[config.mk]
export PLATFORM = sky130hd
export DESIGN_NAME = game_record_stream_splitter_top
export DESIGN_NICKNAME = d
export VERILOG_FILES = /design/src/rtl/core/grss_pkg.sv /design/src/rtl/core/grss_parser.sv /design/src/rtl/core/game_record_stream_splitter_top.sv
export SDC_FILE = /design/constraint.sdc
export NUM_CORES = 1
export LEC_CHECK = 0
export BUFFER_PORTS_ARGS = -buffer_cell sky130_fd_sc_hd__buf_2
export CAP_MARGIN = 20
export CORE_MARGIN = 1
export CORE_UTILIZATION = 44
export DETAILED_ROUTE_END_ITERATION = 10
export GPL_TIMING_DRIVEN = 0
export PLACE_DENSITY = 0.69
export SLEW_MARGIN = 20
export SYNTH_ARGS = -nofsm -noshare
export SYNTH_HDL_FRONTEND = slang
export SYNTH_HIERARCHICAL = 1
export SYNTH_SLANG_ARGS = --single-unit
[constraint.sdc]
create_clock -name aclk -period 13.4 [get_ports aclk]
set_clock_uncertainty 0.1 [all_clocks]
set_input_delay 4.02 -clock aclk [delete_from_list [all_inputs] [get_ports aclk]]
set_output_delay 4.02 -clock aclk [all_outputs]
set_load 0.02 [all_outputs]
[src/rtl/core/grss_pkg.sv]
// Shared types and constants for the game record stream splitter.
package grss_pkg;

    // Parser phase
    typedef enum logic [1:0] {
        PH_HEADER  = 2'd0,
        PH_PAYLOAD = 2'd1,
        PH_HALTED  = 2'd2
    } phase_t;

    // Result kinds
    localparam logic [1:0] KIND_HEADER  = 2'd0;
    localparam logic [1:0] KIND_PAYLOAD = 2'd1;
    localparam logic [1:0] KIND_ERROR   = 2'd2;

    // Error codes
    localparam logic ERR_BAD_OUTCOME = 1'b0;
    localparam logic ERR_TRUNCATED   = 1'b1;

    // Header layout: hash bytes, outcome byte, count bytes
    localparam int unsigned  HashBytes   = 8;
    localparam logic [3:0]   POS_OUTCOME = 4'd8;
    localparam logic [3:0]   POS_LAST    = 4'd12;
    localparam logic [1:0]   OUTCOME_MAX = 2'd2;

    localparam int unsigned  LenWidth    = 33;

    // One result word
    typedef struct packed {
        logic [1:0]          item_kind;
        logic [63:0]         record_hash;
        logic [1:0]          outcome;
        logic [31:0]         move_count;
        logic [LenWidth-1:0] payload_length;
        logic [7:0]          payload_byte;
        logic                last_of_record;
        logic                error_code;
    } result_t;

endpackage

[src/rtl/core/grss_parser.sv]
// Record parser: header accumulation, payload countdown and error detection.
module grss_parser (
    input  logic              aclk,
    input  logic              aresetn,
    input  logic              in_fire,
    input  logic [7:0]        data_byte,
    input  logic              end_of_stream,
    output logic              res_valid,
    output grss_pkg::result_t res
);

    grss_pkg::phase_t                   phase_reg, phase_next;
    logic [3:0]                         pos_reg, pos_next;
    logic [63:0]                        hash_reg, hash_next;
    logic [1:0]                         outcome_reg, outcome_next;
    logic                               outcome_bad_reg, outcome_bad_next;
    logic [23:0]                        count_reg, count_next;
    logic [grss_pkg::LenWidth-1:0]      remaining_reg, remaining_next;

    logic [31:0]                        full_count;
    logic [grss_pkg::LenWidth-1:0]      half_count;
    logic [grss_pkg::LenWidth-1:0]      header_len;
    logic                               payload_last;

    // Complete move count and packed payload length: (count >> 1) * 3 + 2 if odd
    assign full_count   = {count_reg, data_byte};
    assign half_count   = {2'b00, full_count[31:1]};
    assign header_len   = (half_count << 1) + half_count
                          + {{(grss_pkg::LenWidth-2){1'b0}}, full_count[0], 1'b0};
    assign payload_last = (remaining_reg <= {{(grss_pkg::LenWidth-1){1'b0}}, 1'b1});

    // Hold control state
    always_ff @(posedge aclk) begin
        if (!aresetn) begin
            phase_reg       <= grss_pkg::PH_HEADER;
            pos_reg         <= 4'd0;
            remaining_reg   <= '0;
        end else begin
            phase_reg       <= phase_next;
            pos_reg         <= pos_next;
            remaining_reg   <= remaining_next;
        end
    end

    // Hold header fields
    always_ff @(posedge aclk) begin
        hash_reg        <= hash_next;
        outcome_reg     <= outcome_next;
        outcome_bad_reg <= outcome_bad_next;
        count_reg       <= count_next;
    end

    // Advance the parser on each accepted word
    always_comb begin
        phase_next       = phase_reg;
        pos_next         = pos_reg;
        hash_next        = hash_reg;
        outcome_next     = outcome_reg;
        outcome_bad_next = outcome_bad_reg;
        count_next       = count_reg;
        remaining_next   = remaining_reg;
        res_valid        = 1'b0;
        res              = '0;

        unique case (phase_reg)
            grss_pkg::PH_PAYLOAD: begin
                if (in_fire) begin
                    res_valid = 1'b1;
                    if (end_of_stream && !payload_last) begin
                        res.item_kind  = grss_pkg::KIND_ERROR;
                        res.error_code = grss_pkg::ERR_TRUNCATED;
                        phase_next     = grss_pkg::PH_HALTED;
                    end else begin
                        res.item_kind      = grss_pkg::KIND_PAYLOAD;
                        res.payload_byte   = data_byte;
                        res.last_of_record = payload_last;
                        if (payload_last) begin
                            remaining_next = '0;
                            phase_next     = grss_pkg::PH_HEADER;
                        end else begin
                            remaining_next = remaining_reg
                                             - {{(grss_pkg::LenWidth-1){1'b0}}, 1'b1};
                        end
                    end
                end
            end
            grss_pkg::PH_HEADER: begin
                if (in_fire) begin
                    // Shift the byte into its header field
                    if (pos_reg < 4'(grss_pkg::HashBytes)) begin
                        hash_next = {hash_reg[55:0], data_byte};
                    end else if (pos_reg == grss_pkg::POS_OUTCOME) begin
                        outcome_next     = data_byte[1:0];
                        outcome_bad_next = (data_byte > {6'd0, grss_pkg::OUTCOME_MAX});
                    end else begin
                        count_next = {count_reg[15:0], data_byte};
                    end

                    if (pos_reg < grss_pkg::POS_LAST) begin
                        pos_next = pos_reg + 4'd1;
                        if (end_of_stream) begin
                            res_valid      = 1'b1;
                            res.item_kind  = grss_pkg::KIND_ERROR;
                            res.error_code = grss_pkg::ERR_TRUNCATED;
                            phase_next     = grss_pkg::PH_HALTED;
                        end
                    end else begin
                        // Header complete
                        pos_next  = 4'd0;
                        res_valid = 1'b1;
                        if (outcome_bad_reg) begin
                            res.item_kind  = grss_pkg::KIND_ERROR;
                            res.error_code = grss_pkg::ERR_BAD_OUTCOME;
                            phase_next     = grss_pkg::PH_HALTED;
                        end else if (end_of_stream && (header_len != '0)) begin
                            res.item_kind  = grss_pkg::KIND_ERROR;
                            res.error_code = grss_pkg::ERR_TRUNCATED;
                            phase_next     = grss_pkg::PH_HALTED;
                        end else begin
                            res.item_kind      = grss_pkg::KIND_HEADER;
                            res.record_hash    = hash_reg;
                            res.outcome        = outcome_reg;
                            res.move_count     = full_count;
                            res.payload_length = header_len;
                            res.last_of_record = (header_len == '0);
                            remaining_next     = header_len;
                            phase_next         = (header_len == '0) ? grss_pkg::PH_HEADER
                                                                    : grss_pkg::PH_PAYLOAD;
                        end
                    end
                end
            end
            default: begin
                // Halted: drop every word until reset
            end
        endcase
    end

endmodule

[src/rtl/core/game_record_stream_splitter_top.sv]
// Game record stream splitter: top level with output register.
// A result appears on the m_ ports in the cycle after the word that causes it is accepted.
// Throughput: one input word per cycle while s_ready is high; the single output register keeps
// s_ready high whenever that register is empty or being drained.
// Reset (aresetn low, synchronous) returns the parser to the start of a header
// and empties the output register; after an error the block drops input until reset.
module game_record_stream_splitter_top (
    input  logic        aclk,
    input  logic        aresetn,
    input  logic        s_valid,
    output logic        s_ready,
    input  logic [7:0]  s_data_byte,
    input  logic        s_end_of_stream,
    output logic        m_valid,
    input  logic        m_ready,
    output logic [1:0]  m_item_kind,
    output logic [63:0] m_record_hash,
    output logic [1:0]  m_outcome,
    output logic [31:0] m_move_count,
    output logic [32:0] m_payload_length,
    output logic [7:0]  m_payload_byte,
    output logic        m_last_of_record,
    output logic        m_error_code
);

    logic              in_fire;
    logic              res_valid;
    grss_pkg::result_t res;
    logic              out_valid_reg, out_valid_next;
    grss_pkg::result_t out_reg;

    assign s_ready = !out_valid_reg || m_ready;
    assign in_fire = s_valid && s_ready;

    grss_parser u_parser (
        .aclk          (aclk),
        .aresetn       (aresetn),
        .in_fire       (in_fire),
        .data_byte     (s_data_byte),
        .end_of_stream (s_end_of_stream),
        .res_valid     (res_valid),
        .res           (res)
    );

    // Refill or drain the output register
    always_comb begin
        out_valid_next = out_valid_reg;
        if (s_ready) begin
            out_valid_next = in_fire && res_valid;
        end
    end

    always_ff @(posedge aclk) begin
        if (!aresetn) begin
            out_valid_reg <= 1'b0;
        end else begin
            out_valid_reg <= out_valid_next;
        end
    end

    // Capture the result word
    always_ff @(posedge aclk) begin
        if (in_fire && res_valid) begin
            out_reg <= res;
        end
    end

    assign m_valid          = out_valid_reg;
    assign m_item_kind      = out_reg.item_kind;
    assign m_record_hash    = out_reg.record_hash;
    assign m_outcome        = out_reg.outcome;
    assign m_move_count     = out_reg.move_count;
    assign m_payload_length = out_reg.payload_length;
    assign m_payload_byte   = out_reg.payload_byte;
    assign m_last_of_record = out_reg.last_of_record;
    assign m_error_code     = out_reg.error_code;

endmodule
**Yosys cells after proc, flatten, opt, wreduce, memory -nomap -nowiden**

Index checks and enable logic that the tools add are counted.

- Input bits: 13
- Register bits after elaboration: 274
- Word-level logic and storage cells: 104

- $add $sub $neg: 4
- Reductions and logical operators: 19
- Bitwise operators: 5
- Equality and inequality tests: 10
- Muxes and demuxes: 46
- Order comparisons: 4

Operators with widths:

| operator | count |
|---|---|
| 2-to-1 mux 131 bit | 3 |
| 2-to-1 mux 33 bit | 7 |
| 2-to-1 mux 133 bit | 1 |
| one-hot mux 33 bit (2 select lines) | 1 |
| adder 32 x 31 -> 33 bit | 1 |
| adder 33 x 2 -> 33 bit | 1 |
| <= comparator 33 x 1 -> 1 bit (second input constant) | 1 |
| zero test 33 bit | 1 |
| nonzero test 33 bit | 1 |
| subtractor 33 x 1 -> 33 bit (second input constant) | 1 |
| 2-to-1 mux 2 bit | 16 |
| 2-to-1 mux 1 bit | 13 |
| != test 2 bit (second input constant) | 6 |
| one-hot mux 2 bit (2 select lines) | 3 |
| > comparator 8 x 2 -> 1 bit (second input constant) | 1 |
| < comparator 4 bit (second input constant) | 2 |
| AND reduction 4 bit | 2 |
| AND reduction 7 bit | 1 |
| NOT 1 bit | 5 |
| AND reduction 5 bit | 1 |
| OR reduction 5 bit | 1 |
| adder 4 x 1 -> 4 bit (second input constant) | 1 |
| equality test 4 bit (second input constant) | 1 |
| logical AND 1 bit | 4 |
| 12 further kinds | 13 |

**Longest topological paths before layout**

- Depth in word-level cells: 9
- Mapped depth: 20
- Gate-level depth less buffers: 16

**By module**

Netlist, hierarchy kept.

Modules (own cells, without submodules):

| module | instances | area each (um^2) | cells an instance |
|---|---|---|---|
| grss_parser | 1 | 9,243.9 | 1,021 |
| game_record_stream_splitter_top | 1 | 4,365.4 | 149 |

**Least setup slack after synthesis**

OpenSTA, ideal clock, no wires.

- Path kind: input to register
- From: input port s_data_byte[0]
- To: register out_reg, in the netlist m_move_count[1], data pin
- Slack: 4.906 ns
- Setup time: 0.126 ns
- Arrival: 8.268 ns
- Stages on the path: 20
- Cell sequence: inv_1 -> fa_1 -> inv_1 -> ha_1 -> inv_1 -> fa_1 -> and2b_1 -> o2111a_1 -> o211ai_1 -> and3_4 -> a31oi_1 -> mux2i_1 -> nand3_1 -> or4_1 -> buf_2 -> a2111o_1 -> buf_2 -> buf_6 -> nor2_1 -> buf_4

- Cells in the longest elaborated chain, start to end: 4

Ends and longest elaborated chain:

| what | RTL line | text |
|---|---|---|
| start, declared | game_record_stream_splitter_top.sv:12 | `input logic [7:0] s_data_byte,` |
| adder 33 x 2 -> 33 bit | grss_parser.sv:29 | `+ {{(grss_pkg::LenWidth-2){1'b0}}, full_count[0], 1'b0};` |
| nonzero test 33 bit | grss_parser.sv:115 | `end else if (end_of_stream && (header_len != '0)) begin` |
| logical AND 1 bit | grss_parser.sv:115 |  |
| OR reduction 5 bit (no source line) | n/a |  |
| end signal, assigned | game_record_stream_splitter_top.sv:64 | `out_reg <= res;` |
| end, declared | game_record_stream_splitter_top.sv:30 | `grss_pkg::result_t out_reg;` |

Every way passes these cells.
A chain may end at the register's enable or synchronous reset.

**Final worst setup path**

- From: input port s_data_byte[1]
- To: register out_reg, in the netlist m_payload_length[16], data pin

- Cells in the longest elaborated chain, start to end: 5

Ends and longest elaborated chain:

| what | RTL line | text |
|---|---|---|
| adder 32 x 31 -> 33 bit * | grss_parser.sv:28 | `assign header_len = (half_count << 1) + half_count` |
| adder 33 x 2 -> 33 bit * | grss_parser.sv:29 |  |
| nonzero test 33 bit | grss_parser.sv:115 |  |
| logical AND 1 bit | grss_parser.sv:115 |  |
| OR reduction 5 bit (no source line) | n/a |  |

Mark *: on every way between the ends. The rest lies on a longest branch, timed or not.

==> impl_metrics.py <==
metrics = {
    "routing": {
        "drc": 0,
        "via_per_inst": 5.628,
        "ant_nets": 0,
        "wl_um": 35510,
        "wire_per_inst_um": 19.88,
        "firstDrtPassIters": 5,
        "dr_total_vias": 10051,
        "drtIter0Drc": 730,
    },
    "grt": {
        "track_usage_pct": 22.23,
        "grt_max_degree": 29,
        "grt-ovfl-total": 0,
        "grt_pass1_wl_um": 53970,
        "antenna_found_initial": 0,
        "grt_pass1_vias": 9665,
    },
    "logic_synthesis": {
        "synth-seq-cells": 274,
        "synth_nets": 1255,
        "synth_top_area_share_pct": 51.63,
        "synthesis.area_um2": 13610,
        "avgSynthCellArea_um2": 11.63,
        "synth_edf_count": 234,
        "synth.top_cells.by_area": "edfxtp_1, ha_1, dfxtp_1, and2_1, nor2_1",
        "synthFlopType": "edfxtp_1",
        "yosys_warnings": 6,
        "synth.distinct_cells": 81,
        "syn_inst": 1170,
        "ys_async_sr_fraction_pct": 0,
        "synth_seq_area_share_pct": 57.52,
        "yosys.area.top_type": "edfxtp_1",
    },
    "worst_hold_path": {
        "hold_class": "reg -> reg",
        "hold_path_depth": 0,
        "worstHoldStart": "u_parser/hash_reg[5]",
    },
    "clock_tree": {
        "cts_buffers": 29,
        "clk_path_buf_depth": 3,
        "cts_tree": "yes",
        "clkTransAtPathRegs_ps": 60,
        "post-cts-setup-buffers": 0,
        "cts_sinks": 274,
        "cts_resized": 0,
        "clock_latency_ps": 560,
        "clockRootBuffer": "clkbuf_16",
        "htree_num_levels": 1,
        "cts_hold_buf": 0,
    },
    "floorplan": {
        "die_area_um2": 31640,
        "coreArea_um2": 30510,
        "start_util_pct": 44.61,
        "die_h_um": 177.9,
        "core.rowCount": 64,
        "io_pins": 158,
        "fp.dieW_um": 177.9,
    },
    "sta": {
        "period_minus_slack_ps": 8985,
        "finalSetupViolCount": 0,
        "hold_violations": 0,
        "tns_ps": 0,
        "min_period_over_period_pct": 67.05,
        "max-slew-margin-rel_pct": 27.73,
        "grt_setup_unrepaired": "false",
        "slew_violations": 0,
        "fmax_mhz": 111.3,
        "worst_pin_slew_ps": 1076,
        "hold-worst-slack_ps": 339.9,
    },
    "setup_path": {
        "cp.depth": 19,
        "max_stage_delay_ps": 520,
        "critical_path_class": "in -> reg",
        "worst_setup_path_start_kind": "input port",
        "critPathBufInv": 6,
        "path_cells": "buf_2, inv_1, fa_1, inv_1, ha_1, inv_1, fa_1, and2b_1, o2111a_1, o211ai_1, and3_4, xor2_1, and4bb_1, nand4_1, or4_1, buf_2, a2111oi_4, clkbuf_1, and2_1",
        "critPathMostFrequentCell": "inv_1",
        "arrival_ps": 9300,
        "r2r_cells": 15,
        "rr_startpoint": "u_parser/count_reg[6]",
        "critPathRequiredTime_ps": 13710,
        "crit_path_start": "s_data_byte[1]",
        "cp_slowest_cell": "xor2_1",
        "path_delay_family": "simple AND/OR/NAND/NOR gates",
        "end_kind": "register",
        "crit_fanout": 10,
    },
    "flow_run": {
        "drv_cap": 0,
    },
    "finish": {
        "fillers": 2683,
        "drive_gt1_share_pct": 19.57,
        "antenna_cells": 0,
        "syn2layout_area_growth_pct": 18.15,
        "nets": 1452,
        "layoutNonFillerInstCount": 1786,
    },
    "pwr": {
        "p_leak_nw": 6.368,
        "total_power_mw": 2.093,
        "peakVddDrop_v": 0.0001010,
        "p_per_area_nw_per_um2": 130.2,
    },
    "placement": {
        "port_buffers": 156,
        "detailed_place_hpwl_um": 25940,
        "place_inst": 1732,
        "gp_congestion": 0.9297,
    },
    "status": {
        "run_status": "completed",
    },
}
==> logic make-up (layout without fill, tap and decap cells) <==
kind of cell	Yosys count	in the layout	synth area share [%]
AOI/OAI and AO/OA	261	261	13.45
xor gates and xnor gates	23	23	1.480
adders and majority gates	72	72	6.730
buffers and inverters	82	302	3.061
DFF	274	274	57.52
muxes	11	11	0.8091
and+or+nand+nor	447	447	16.95
==> cells in the mapped netlist (7+ instances only) <==
library cell / number
clkbuf_1: 31
o211ai_1: 27
nor3_1: 23
ha_1: 70
buf_2: 9
mux2i_1: 11
o21ai_0: 35
a31oi_1: 13
inv_1: 27
xor2_1: 11
xnor2_1: 12
nor3b_1: 7
edfxtp_1: 234
nand4_1: 13
a21oi_1: 54
nand2_1: 98
and2_1: 109
a211oi_1: 9
o211a_1: 15
o31ai_1: 8
nor2_1: 114
buf_6: 12
o22ai_1: 23
dfxtp_1: 40
o21a_1: 13
nor4_1: 11
and3_1: 11
nand3_1: 17
==> cell usage in the layout (no fill, tap or decap), drive strengths merged, types with 13 or more instances in the layout <==
cell    instances
o21ai          42
nand2          98
buf           190
a21oi          56
nand3          17
a31oi          13
inv            32
nor2          114
dfxtp          40
clkbuf         62
edfxtp        234
o22ai          23
ha             70
nor3           24
o211a          15
nand4          13
o21a           13
and2          110
o211ai         28
==> area by class of cell <==
class                   count  area (um2)  share of cell area (%)
well taps                 396       495.5                   3.081
clock inverters            23       239.0                   1.486
clock buffers              31       733.2                   4.560
repair buffers            166       970.9                   6.038
multi-input cells         814        5396                   33.56
inverters                  27       101.3                  0.6303
plain buffers              55       315.3                   1.961
flip-flops and latches    274        7828                   48.68
==> where the power goes <==
group	internal, mW	switching [mW]
clock network	0.462	0.348
logic	0.0915	0.210
registers	0.964	0.0160
total	1.52	0.575
==> routing by layer <==
layer / vias to the layer above / track usage (%) / share of wire [%]
met4: 0 / 7.229 / 2.6
met2: 352 / 37.39 / 48
met5: - / 0 / 0
met1: 4847 / 29.56 / 44
li1: 4777 / - / -
met3: 75 / 2.913 / 5.3
==> path summary, 6_finish.rpt <==
check | slack, ps | end
min reg2reg | 340 | u_parser/hash_reg[13]
min | 340 | u_parser/hash_reg[13]
max reg2reg | 7910 | m_payload_length[16]
max | 4410 | m_payload_length[16]
==> per-stage QoR <==
| stage | instance area (um2) | util, % | worst slack, ps |
|---|---|---|---|
| 6_report | 16080 | 52.70 | 4415 |
| 5_1_grt | 16080 | 52.70 | 4105 |
| 4_1_cts | 16080 | 52.70 | 4431 |
| 3_5_place_dp | 15110 | 49.52 | 3878 |
| 3_3_place_gp | 14890 | 48.79 | 3297 |
| 2_1_floorplan | 13610 | - | 4906 |
Note: power is estimated with default switching activity, not from simulation.
